File: src/hw/rtl/pngu_pkg.sv
// Shared constants, types and codes for the PNG scanline unfilter.
`default_nettype none
package pngu_pkg;

  localparam int ROW_MAX   = 8192;
  localparam int BPP_MAX   = 8;
  localparam int COL_W     = (ROW_MAX > 1) ? $clog2(ROW_MAX) : 1;
  localparam int BPP_SEL_W = (BPP_MAX > 1) ? $clog2(BPP_MAX) : 1;
  localparam int HIST_W    = 8 * BPP_MAX;

  localparam int BPP_W  = 4;
  localparam int ROWB_W = 14;
  localparam int ROWS_W = 16;
  localparam int CFG_W  = 16;

  typedef enum logic [1:0] {
    REG_BPP       = 2'd0,
    REG_ROW_BYTES = 2'd1,
    REG_IMG_ROWS  = 2'd2,
    REG_UNUSED    = 2'd3
  } cfg_reg_t;

  typedef enum logic [2:0] {
    FILT_NONE  = 3'd0,
    FILT_SUB   = 3'd1,
    FILT_UP    = 3'd2,
    FILT_AVG   = 3'd3,
    FILT_PAETH = 3'd4,
    FILT_BAD   = 3'd5
  } filter_t;

  // one request in the reconstruct stage
  typedef struct packed {
    logic             is_data;
    logic [7:0]       x;
    logic [COL_W-1:0] col;
    logic             row_zero;
    filter_t          filter;
    logic             row_end;
    logic             image_end;
  } stage_t;

endpackage
`default_nettype wire

File: src/hw/rtl/pngu_predict.sv
// Predictor selection and byte reconstruction (none, sub, up, average, Paeth).
`default_nettype none
module pngu_predict (
  input  wire pngu_pkg::filter_t              filter,
  input  wire logic [7:0]                     x,
  input  wire logic [pngu_pkg::HIST_W-1:0]    left_hist,
  input  wire logic [pngu_pkg::HIST_W-1:0]    upleft_hist,
  input  wire logic [pngu_pkg::BPP_SEL_W-1:0] bpp_sel,
  input  wire logic [7:0]                     up,
  output logic [7:0]                          pix
);

  logic [7:0] a;
  logic [7:0] c;
  logic [7:0] pred;
  logic [8:0] sum_ab;
  logic signed [10:0] p;
  logic signed [10:0] da;
  logic signed [10:0] db;
  logic signed [10:0] dc;
  logic [10:0] pa;
  logic [10:0] pb;
  logic [10:0] pc;
  logic [7:0] paeth;

  always_comb begin
    a = left_hist[{bpp_sel, 3'b000} +: 8];
    c = upleft_hist[{bpp_sel, 3'b000} +: 8];
    sum_ab = {1'b0, a} + {1'b0, up};
    p  = $signed({3'b000, a}) + $signed({3'b000, up}) - $signed({3'b000, c});
    da = p - $signed({3'b000, a});
    db = p - $signed({3'b000, up});
    dc = p - $signed({3'b000, c});
    pa = da[10] ? 11'(-da) : 11'(da);
    pb = db[10] ? 11'(-db) : 11'(db);
    pc = dc[10] ? 11'(-dc) : 11'(dc);
    if (pa <= pb && pa <= pc) begin
      paeth = a;
    end else if (pb <= pc) begin
      paeth = up;
    end else begin
      paeth = c;
    end
    case (filter)
      pngu_pkg::FILT_NONE:  pred = 8'd0;
      pngu_pkg::FILT_SUB:   pred = a;
      pngu_pkg::FILT_UP:    pred = up;
      pngu_pkg::FILT_AVG:   pred = sum_ab[8:1];
      pngu_pkg::FILT_PAETH: pred = paeth;
      default:              pred = 8'd0;
    endcase
    pix = x + pred;
  end

endmodule
`default_nettype wire

File: config.mk
export PLATFORM = sky130hd
export DESIGN_NAME = pngu_predict
export DESIGN_NICKNAME = d
export VERILOG_FILES = /design/src/hw/rtl/pngu_pkg.sv /design/src/hw/rtl/pngu_predict.sv
export SDC_FILE = /design/constraint.sdc
export NUM_CORES = 1
export LEC_CHECK = 0
export ABC_AREA = 1
export BUFFER_PORTS_ARGS = -buffer_cell sky130_fd_sc_hd__buf_2
export CORE_MARGIN = 2
export CORE_UTILIZATION = 50
export DETAILED_ROUTE_END_ITERATION = 6
export GPL_ROUTABILITY_DRIVEN = 0
export MAX_ROUTING_LAYER = met4
export PLACE_DENSITY = 0.81
export SLEW_MARGIN = 25
export SYNTH_ARGS = -nofsm -noshare
export SYNTH_HDL_FRONTEND = slang
export SYNTH_SLANG_ARGS = --single-unit
File: constraint.sdc
create_clock -name vclk -period 11.1
set_input_delay 1.665 -clock vclk [all_inputs]
set_output_delay 1.665 -clock vclk [all_outputs]
set_load 0.01 [all_outputs]
Yosys cells after proc, flatten, opt, wreduce, memory -nomap -nowiden
Index checks and enable logic that the tools add are counted.
{"block": "word_totals", "out_inout_bits": 8, "in_bits": 150, "elab_cells": 26, "ff_bits": 0}
{"block": "op_classes", "n_lt_le_gt_ge": 3, "n_eq_ne": 4, "add_sub_neg": 10, "n_reduce_logical": 1, "n_mux": 6, "n_shift": 2}
{"op": "64-bit by 7-bit variable part select with 8-bit output", "n": 2}
{"op": "11-bit less-or-equal comparator", "n": 3}
{"op": "11-bit 2-to-1 mux", "n": 3}
{"op": "11-bit negation", "n": 3}
{"op": "10-bit by 9-bit subtractor with 11-bit output", "n": 3}
{"op": "8-bit one-hot mux with 4 select lines", "n": 1}
{"op": "8-bit by 8-bit adder with 9-bit output", "n": 2}
{"op": "8-bit 2-to-1 mux", "n": 2}
{"op": "9-bit by 8-bit subtractor with 10-bit output", "n": 1}
{"op": "8-bit adder", "n": 1}
{"op": "3-bit by 2-bit == test with 1-bit output (second input constant)", "n": 2}
{"op": "3-bit by 1-bit == test with 1-bit output (second input constant)", "n": 1}
{"op": "3-bit == test (second input constant)", "n": 1}
{"op": "1-bit logical AND", "n": 1}

Longest topological paths before layout
Gate-level depths: netlist (run 1).
{"block": "depth", "ltp_word": 11, "ltp_mapped": 61, "depth_no_buf": 58}

Worst setup path after synthesis (run 1)
No wires, ideal clock.
{"block": "synth_path", "kind": "input port to output port", "from": "in bpp_sel[0] in the netlist's numbering", "to": "out pix[7]", "required_time_ns": 9.435, "setup_slack_ns": 0.449, "path_buffers": 3, "stages": 52, "t_arrival_ns": 8.986, "path_cell_list": "buf_2 clkbuf_1 buf_2 nor2_1 o22ai_1 inv_1 o21ai_0 inv_1 fa_1 inv_1 fa_1 inv_1 fa_1 inv_1 nand2_1 o31ai_1 a21oi_1 nand2_1 [... 16 more ...] inv_2 a21oi_1 o21ai_1 a21oi_2 inv_2 ha_1 nand3_1 nand2_1 a21oi_1 inv_1 a21oi_1 o21ai_0 a21o_1 xor2_1 inv_1 nand2_1 nand2_1 inv_1"}
{"block": "synth_via", "elab_chain_cells": 11, "word_cells_on_any_way": 22, "classes_between": "add/sub: 10; order compare: 3; shift: 2; mux: 6; reduce/logical: 1"}
{"item": "start, declared", "line": "pngu_predict.sv:8", "rtl": "input wire logic [pngu_pkg::BPP_SEL_W-1:0] bpp_sel,"}
{"item": "64-bit by 7-bit variable part select with 8-bit output", "line": "pngu_predict.sv:27", "rtl": "a = left_hist[{bpp_sel, 3'b000} +: 8];"}
{"item": "8-bit by 8-bit adder with 9-bit output", "line": "pngu_predict.sv:29, pngu_predict.sv:30"}
{"item": "9-bit by 8-bit subtractor with 10-bit output", "line": "pngu_predict.sv:30", "rtl": "p = $signed({3'b000, a}) + $signed({3'b000, up}) - $signed({3'b000, c});"}
{"item": "10-bit by 9-bit subtractor with 11-bit output (on tied branches)", "line": "pngu_predict.sv:32, pngu_predict.sv:31, pngu_predict.sv:33"}
{"item": "11-bit negation (on tied branches)", "line": "pngu_predict.sv:35, pngu_predict.sv:34, pngu_predict.sv:36"}
{"item": "11-bit 2-to-1 mux (on tied branches)", "line": "pngu_predict.sv:35, pngu_predict.sv:34, pngu_predict.sv:36"}
{"item": "11-bit less-or-equal comparator (on tied branches)", "line": "pngu_predict.sv:39, pngu_predict.sv:37"}
{"item": "8-bit 2-to-1 mux / 1-bit logical AND (equally long branches)", "line": "pngu_predict.sv:39, pngu_predict.sv:37"}
{"item": "8-bit 2-to-1 mux", "line": "pngu_predict.sv:37", "rtl": "if (pa <= pb && pa <= pc) begin"}
{"item": "8-bit one-hot mux with 4 select lines (*)", "line": "pngu_predict.sv:44", "rtl": "case (filter)"}
{"item": "8-bit adder (*)", "line": "pngu_predict.sv:52", "rtl": "pix = x + pred;"}
{"item": "end, declared", "line": "pngu_predict.sv:10", "rtl": "output logic [7:0] pix"}
Mark *: on every way between the ends. The rest lies on a longest branch, timed or not.

Worst setup path in the final report (run 1)
Same ends and word-level chain as after synthesis.

==> results of run 1 <==
-- final cells by class --
cell class / count / area, um2
Multi-Input combinational cell: 755 / 4980
Inverter: 173 / 668
Timing Repair Buffer: 222 / 1400
Fill cell: 838 / 3110
Tap cell: 136 / 170
-- timing repair --
action | 4_1_cts | 5_1_grt
setup buffers | 0 | 33
pin swaps | 0 | 45
cloned | 0 | 8
endpoints found under the setup margin | 1 | 4
resized for setup | 1 | 122
-- metal layers --
metal,vias up,GRT usage (%)
li1,3514,-
met2,406,49.8
met5,-,-
met1,3159,36.0
met4,0,5.47
met3,66,4.50
-- final timing paths --
path	end	cells past startpoint
hold / removal	pix[0]	3
setup / recovery	pix[7]	57
-- metrics by stage --
| stage | util [%] | cell area (um2) | instances |
|---|---|---|---|
| 6_report | 69.9 | 7220 | 1286 |
| 3_3_place_gp | 61.7 | 6370 | 1245 |
| 2_1_floorplan | - | 5310 | 953 |
| 3_5_place_dp | 61.7 | 6370 | 1245 |
| 5_1_grt | 69.9 | 7220 | 1286 |
| 4_1_cts | 61.7 | 6370 | 1245 |
-- logic make-up (layout without fill, tap and decap cells) --
| kind of cell | count (synthesis) | after routing |
|---|---|---|
| adder cells (fa/ha/maj) | 91 | 91 |
| AND/OR/NAND/NOR | 400 | 401 |
| AO/OA/AOI/OAI | 218 | 218 |
| other | 2 | 2 |
| XOR/XNOR | 43 | 43 |
| buffers and inverters | 199 | 395 |
-- Yosys cell counts (6+ instances only) --
master and count:
nand2_1 202, inv_1 167, nor2_1 105, o21ai_0 95
ha_1 78, a21oi_1 53, nand3_1 49, o22ai_1 37
xor2_1 26, clkbuf_1 20, xnor2_1 17, fa_1 13
nand4_1 10, nand2_2 9, nor3_1 9, o21ai_1 7
nand3_2 6
-- critical path, delay by kind of cell --
family	cells	cell delay [ps]
buf+inv	13	1330
fa+ha+maj	5	1620
xor+xnor	2	310
simple gates	15	1330
compound gates	22	2910
==> metrics.yaml, run 1 <==
status:
  status: "finished, final reports clean"
final_layout:
  layout_common_cells: "190 x nand2_1, 157 x buf_2, 155 x inv_1, 102 x nor2_1, 68 x o21ai_0"
  final_common_cell: "nand2_1"
  n_sequential_cell: 0
  nets: 1393
  nClkBuffers: 0
  area_growth_pct: 35.8
  seq_area_um2: 0
  diodes: 0
  layout-drive-gt1-share_pct: 28.6
die:
  num_io_pins: 158
  die_area_um2: 11500
  core.rowCount: 37
  initial_core_util_pct: 51.5
  die_x_um: 107
  core-area_um2: 10300
  die_h_um: 107
worst_setup_path:
  cp-start-kind: "input pin"
  crit_path_frequent_cell: "nand2_1"
  cp.arrival_ps: 9170
  end_kind: "output port"
  cp-startpoint: "bpp_sel[0]"
  required_ps: 9440
  slowest_delay_ps: 510
  worst-path-max-fanout: 10
  worst_path_max_delay_cell: "fa_1"
  crit_type: "in2out"
yosys:
  synthMuxAreaShare_pct: 0
  synth_top_cell_by_area: "ha_1"
  syn-cell-area_um2: 5310
  ys_warn_count: 0
  syn_nets: 1194
  synth_top_family_by_area: "simple AND/OR/NAND/NOR gates"
  synthAdderAreaFrac_pct: 23.3
  synth_compound_area_share_pct: 22.8
  synth_top_area_share_pct: 18.4
  synth_xor_area_share_pct: 7.09
  synth-simple-area-share_pct: 32.1
  syn_area_per_cell_um2: 5.58
  synth_seq_area_share_pct: 0
  synthCells: 953
  yosys-top-cells-area: "ha_1 18%, nand2_1 14%, inv_1 12%, o21ai_0 8.9%, nor2_1 7.4%"
  yosysUniqueCellTypes: 41
detailed_routing:
  routed_via_density: 5.56
  top_layer_used: "met4"
  ant_nets: 0
  vias: 7145
  m1WireLength_mm: 7.84
  avgRoutedWirePerCell_um: 15.0
  drt_iter0_drc: 677
  wl_met3_mm: 1.97
  drc: 0
  wirelength_mm: 19.4
  firstDrtPassIters: 5
  wl_met2_mm: 8.91
sta:
  period_share_pct: 97.6
  hold_violations: 0
  drv_slew: 0
  setup_ws_ps: 268
  whs_ps: 3640
  setup_violations: 0
  max_freq_ghz: 0.0923
  fin_tns_setup_ps: 0
  finalCriticalPeriod_ps: 10830
global_route:
  grt_pass1_vias: 6262
  overflow: 0
  grt_max_degree: 65
  grt_usage_pct: 28.9
  grt_pass1_wl_mm: 27.0
  grt_antenna_before_repair: 0
worst_hold_path:
  min_path_type: "in2out"
  worstHoldStart: "x[0]"
clocking:
  cts_hold_buf: 0
placement:
  port_buffers: 158
  dp_hpwl_mm: 14.2
  post-place-ws_ps: -1.50
job:
  cap_viol_max_count: 0
Power of run 1 is not shown: default switching activity piles up to over one toggle a cycle in this logic, so the estimate is an artifact.
==> run 2, diff against run 1 <==
==> constraint.sdc (replaced) <==
create_clock -name vclk -period 11.1
set_input_delay 0.555 -clock vclk [all_inputs]
set_output_delay 0.555 -clock vclk [all_outputs]
set_load 0.01 [all_outputs]
==> metrics.yaml, run 2 (same netlist as run 1, synthesis figures left out) <==
sta:
  setup_violations: 0  # unchanged
  drv_slew: 0  # unchanged
  max_freq_ghz: 0.102  # +10%
  worst-slew-pin-transition_ps: 871
  hold_violations: 0  # unchanged
  relSlewSlack_pct: 41.5
  period_share_pct: 88.5  # -9.1 points
  rsz0062_at_grt: "no"
  finalCriticalPeriod_ps: 9830  # -1010 ps
  fin_tns_setup_ps: 0  # unchanged
global_route:
  grt_usage_pct: 29.8  # +0.92 points
  grt_pass1_wl_mm: 27.7  # +2.4%
  grt_antenna_before_repair: 0  # unchanged
  grt_pass1_vias: 6305  # +0.69%
  grt_max_degree: 65  # unchanged
  overflow: 0  # unchanged
final_layout:
  layout-drive-gt1-share_pct: 17.8  # -11 points
  nets: 1333  # -4.3%
  area_growth_pct: 16.4
  n_sequential_cell: 0  # unchanged
  nClkBuffers: 0  # unchanged
  layout_common_cells: "202 x nand2_1, 167 x inv_1, 158 x buf_2, 105 x nor2_1, 95 x o21ai_0"
  fill_cells: 1061  # +27%
  multi_input_area_um2: 4540  # -8.8%
  diodes: 0  # unchanged
  final_common_cell: "nand2_1"
  seq_area_um2: 0  # unchanged
die:
  core-area_um2: 10300  # unchanged
  die_area_um2: 11500  # unchanged
  die_x_um: 107  # unchanged
  initial_core_util_pct: 51.5  # unchanged
  num_io_pins: 158  # unchanged
  core.rowCount: 37  # unchanged
  die_h_um: 107  # unchanged
detailed_routing:
  drt_iter0_drc: 415  # -39%
  routed_via_density: 5.43  # -2.3%
  vias: 6657  # -6.8%
  firstDrtPassIters: 5  # unchanged
  avgRoutedWirePerCell_um: 13.6  # -9.6%
  wirelength_mm: 16.7  # -14%
  ant_nets: 0  # unchanged
  drc: 0  # unchanged
worst_setup_path:
  cp-startpoint: "bpp_sel[1]"
  crit_type: "in2out"
  crit_path_frequent_cell: "nand2_1"
  worst_path_max_delay_cell: "inv_1"
  worst-path-max-fanout: 34  # +24
  cp-start-kind: "input pin"
  slowest_delay_ps: 690  # +180 ps
  end_kind: "output port"
  required_ps: 10550  # +1110 ps
  cp.arrival_ps: 9270  # +100 ps
status:
  status: "finished, final reports clean"
clocking:
  cts_setup_buffers: 0  # unchanged
  cts_hold_buf: 0  # unchanged
  cts_resized: 0  # -1
placement:
  dp_hpwl_mm: 14.5  # +1.9%
  port_buffers: 158  # unchanged
worst_hold_path:
  min_path_type: "in2out"
  worstHoldStart: "x[0]"
job:
  cap_viol_max_count: 0  # unchanged
## run 2: worst max-delay path: cells and delay by family
kind,cells,cell delay (ps)
AOI/OAI and AO/OA,21,3140
and+or+nand+nor,20,1650
xor gates and xnor gates,2,380
buffers and inverters,11,1750
adders and majority gates,5,1770
## run 2: worst paths after layout
kind      to  slack (ps)  cells after the start
max   pix[7]        1270                     59
min   pix[0]        1420                      3
## run 2: stage by stage
step                cell area (um2)  hold slack (ps)  std cells  setup WS [ps]  utilization [%]
floorplan                      5310             1260        953           2670                -
global placement               6190             1420       1226           1710             59.9
detailed placement             6190             1430       1226           1460             59.9
CTS                            6190             1430       1226           1440             59.9
global route                   6190             1450       1226            387             59.9
finish                         6190             1420       1226           1270             59.9
## run 2: final cells by class
class,instances,share of cell area [%]
Multi-Input combinational cell,754,73.4
Tap cell,136,2.75
Inverter,173,10.5
Timing Repair Buffer,163,13.4
## run 2: layer usage
layer | vias to the layer above | track usage (%) | part of all wire [%]
met2 | 291 | 50.0 | 46
met3 | 55 | 3.40 | 6.6
met5 | - | - | 0
met1 | 2927 | 37.2 | 44
li1 | 3384 | - | -
met4 | 0 | 10.3 | 3.3
Power of run 2 is left out for the same reason.
==> run 3, diff against run 2 <==
- CORE_UTILIZATION: 50 -> 45
- PLACE_DENSITY: 0.81 -> 0.74
==> metrics.yaml, run 3 (same netlist as run 1, synthesis figures left out) <==
status:
  status: "finished, final reports clean"
global_route:
  grtUsageMet1_pct: 35.4  # -1.7 points
  grtUsageMet3_pct: 2.75  # -0.65 points
  grt_max_degree: 65  # unchanged
  grt_pass1_wl_mm: 28.1  # +1.5%
  met2_usage_pct: 45.0  # -5.0 points
  grt_antenna_before_repair: 0  # unchanged
  grt-busiest-layer: "met2"
  overflow: 0  # unchanged
  grt_usage_pct: 27.1  # -2.7 points
  grt_pass1_vias: 6030  # -4.4%
sta:
  drv_slew: 0  # unchanged
  whs_ps: 1430  # +10.4 ps
  worst-slew-pin-transition_ps: 900  # +29.7 ps
  rsz0062_at_grt: "no"
  max_freq_ghz: 0.103  # +1.4%
  period_share_pct: 87.3  # -1.2 points
  fin_tns_setup_ps: 0  # unchanged
  hold_violations: 0  # unchanged
  finalCriticalPeriod_ps: 9690  # -139 ps
  setup_violations: 0  # unchanged
  relSlewSlack_pct: 39.5  # -2.0 points
final_layout:
  area_growth_pct: 16.9
  nClkBuffers: 0  # unchanged
  final_common_cell: "nand2_1"
  layout-drive-gt1-share_pct: 17.9  # +0.15 points
  nets: 1335  # +0.15%
  seq_area_um2: 0  # unchanged
  n_sequential_cell: 0  # unchanged
  layout_common_cells: "202 x nand2_1, 167 x inv_1, 158 x buf_2, 105 x nor2_1, 95 x o21ai_0"
  diodes: 0  # unchanged
  finish.utilization_pct: 54.2  # -5.8 points
die:
  num_io_pins: 158  # unchanged
  die_area_um2: 12700  # +11%
  core-area_um2: 11500  # +11%
  initial_core_util_pct: 46.3  # -5.1 points
  die_h_um: 113  # +5.2%
  core.rowCount: 39  # +5.4%
  die_x_um: 113  # +5.2%
detailed_routing:
  vias: 6492  # -2.5%
  avgRoutedWirePerCell_um: 13.8  # +1.4%
  drc: 0  # unchanged
  drt_iter0_drc: 439  # +5.8%
  wirelength_mm: 17.0  # +2.2%
  ant_nets: 0  # unchanged
  routed_via_density: 5.26  # -3.2%
  firstDrtPassIters: 5  # unchanged
worst_setup_path:
  required_ps: 10550  # about the same
  cp.arrival_ps: 9130  # -140 ps
  worst_path_max_delay_cell: "clkinv_1"
  end_kind: "output port"
  worst-path-max-fanout: 32  # -5.9%
  crit_type: "in2out"
  slowest_delay_ps: 590  # -100 ps
  crit_path_frequent_cell: "nand2_1"
  cp_num_buf_inv: 10  # -1
  critical_path_depth: 56  # -5.1%
  cp-start-kind: "input pin"
  crit_family: "compound AO/OA/AOI/OAI gates"
worst_hold_path:
  whs_path_depth: 3  # unchanged
  min_path_type: "in2out"
clocking:
  cts_resized: 0  # unchanged
  cts_setup_buffers: 0  # unchanged
  cts_hold_buf: 0  # unchanged
placement:
  dp_hpwl_mm: 15.0  # +3.7%
  port_buffers: 158  # unchanged
job:
  cap_viol_max_count: 0  # unchanged
[run 3: changes by cell type in the layout (fill, tap and decap cells not counted)]
cell,before,now
buf_4,5,7
[run 3: final cells by class]
cell class                 count  area [um2]
tap                          143         179
multi-input combinational    754        4540
timing repair buffer         165         843
fill                        1195        5260
inverter                     173         649
[run 3: per-stage QoR]
step / worst slack [ps] / std cells / area [um2]
after CTS: 1540 / 1235 / 6210
after global routing: 628 / 1235 / 6210
after global placement: 1710 / 1235 / 6210
final: 1410 / 1235 / 6210
after floorplan: 2670 / 953 / 5310
after detailed placement: 1560 / 1235 / 6210
[run 3: path summary, 6_finish.rpt]
check        from      to  slack [ps]
max    bpp_sel[0]  pix[7]        1410
min          x[0]  pix[0]        1430
[run 3: per-layer routing]
metal,vias up,wire length [um]
met3,41,1000
met5,-,0
li1,3386,-
met2,246,7760
met1,2819,7720
met4,0,550
Power of run 3 is left out for the same reason.
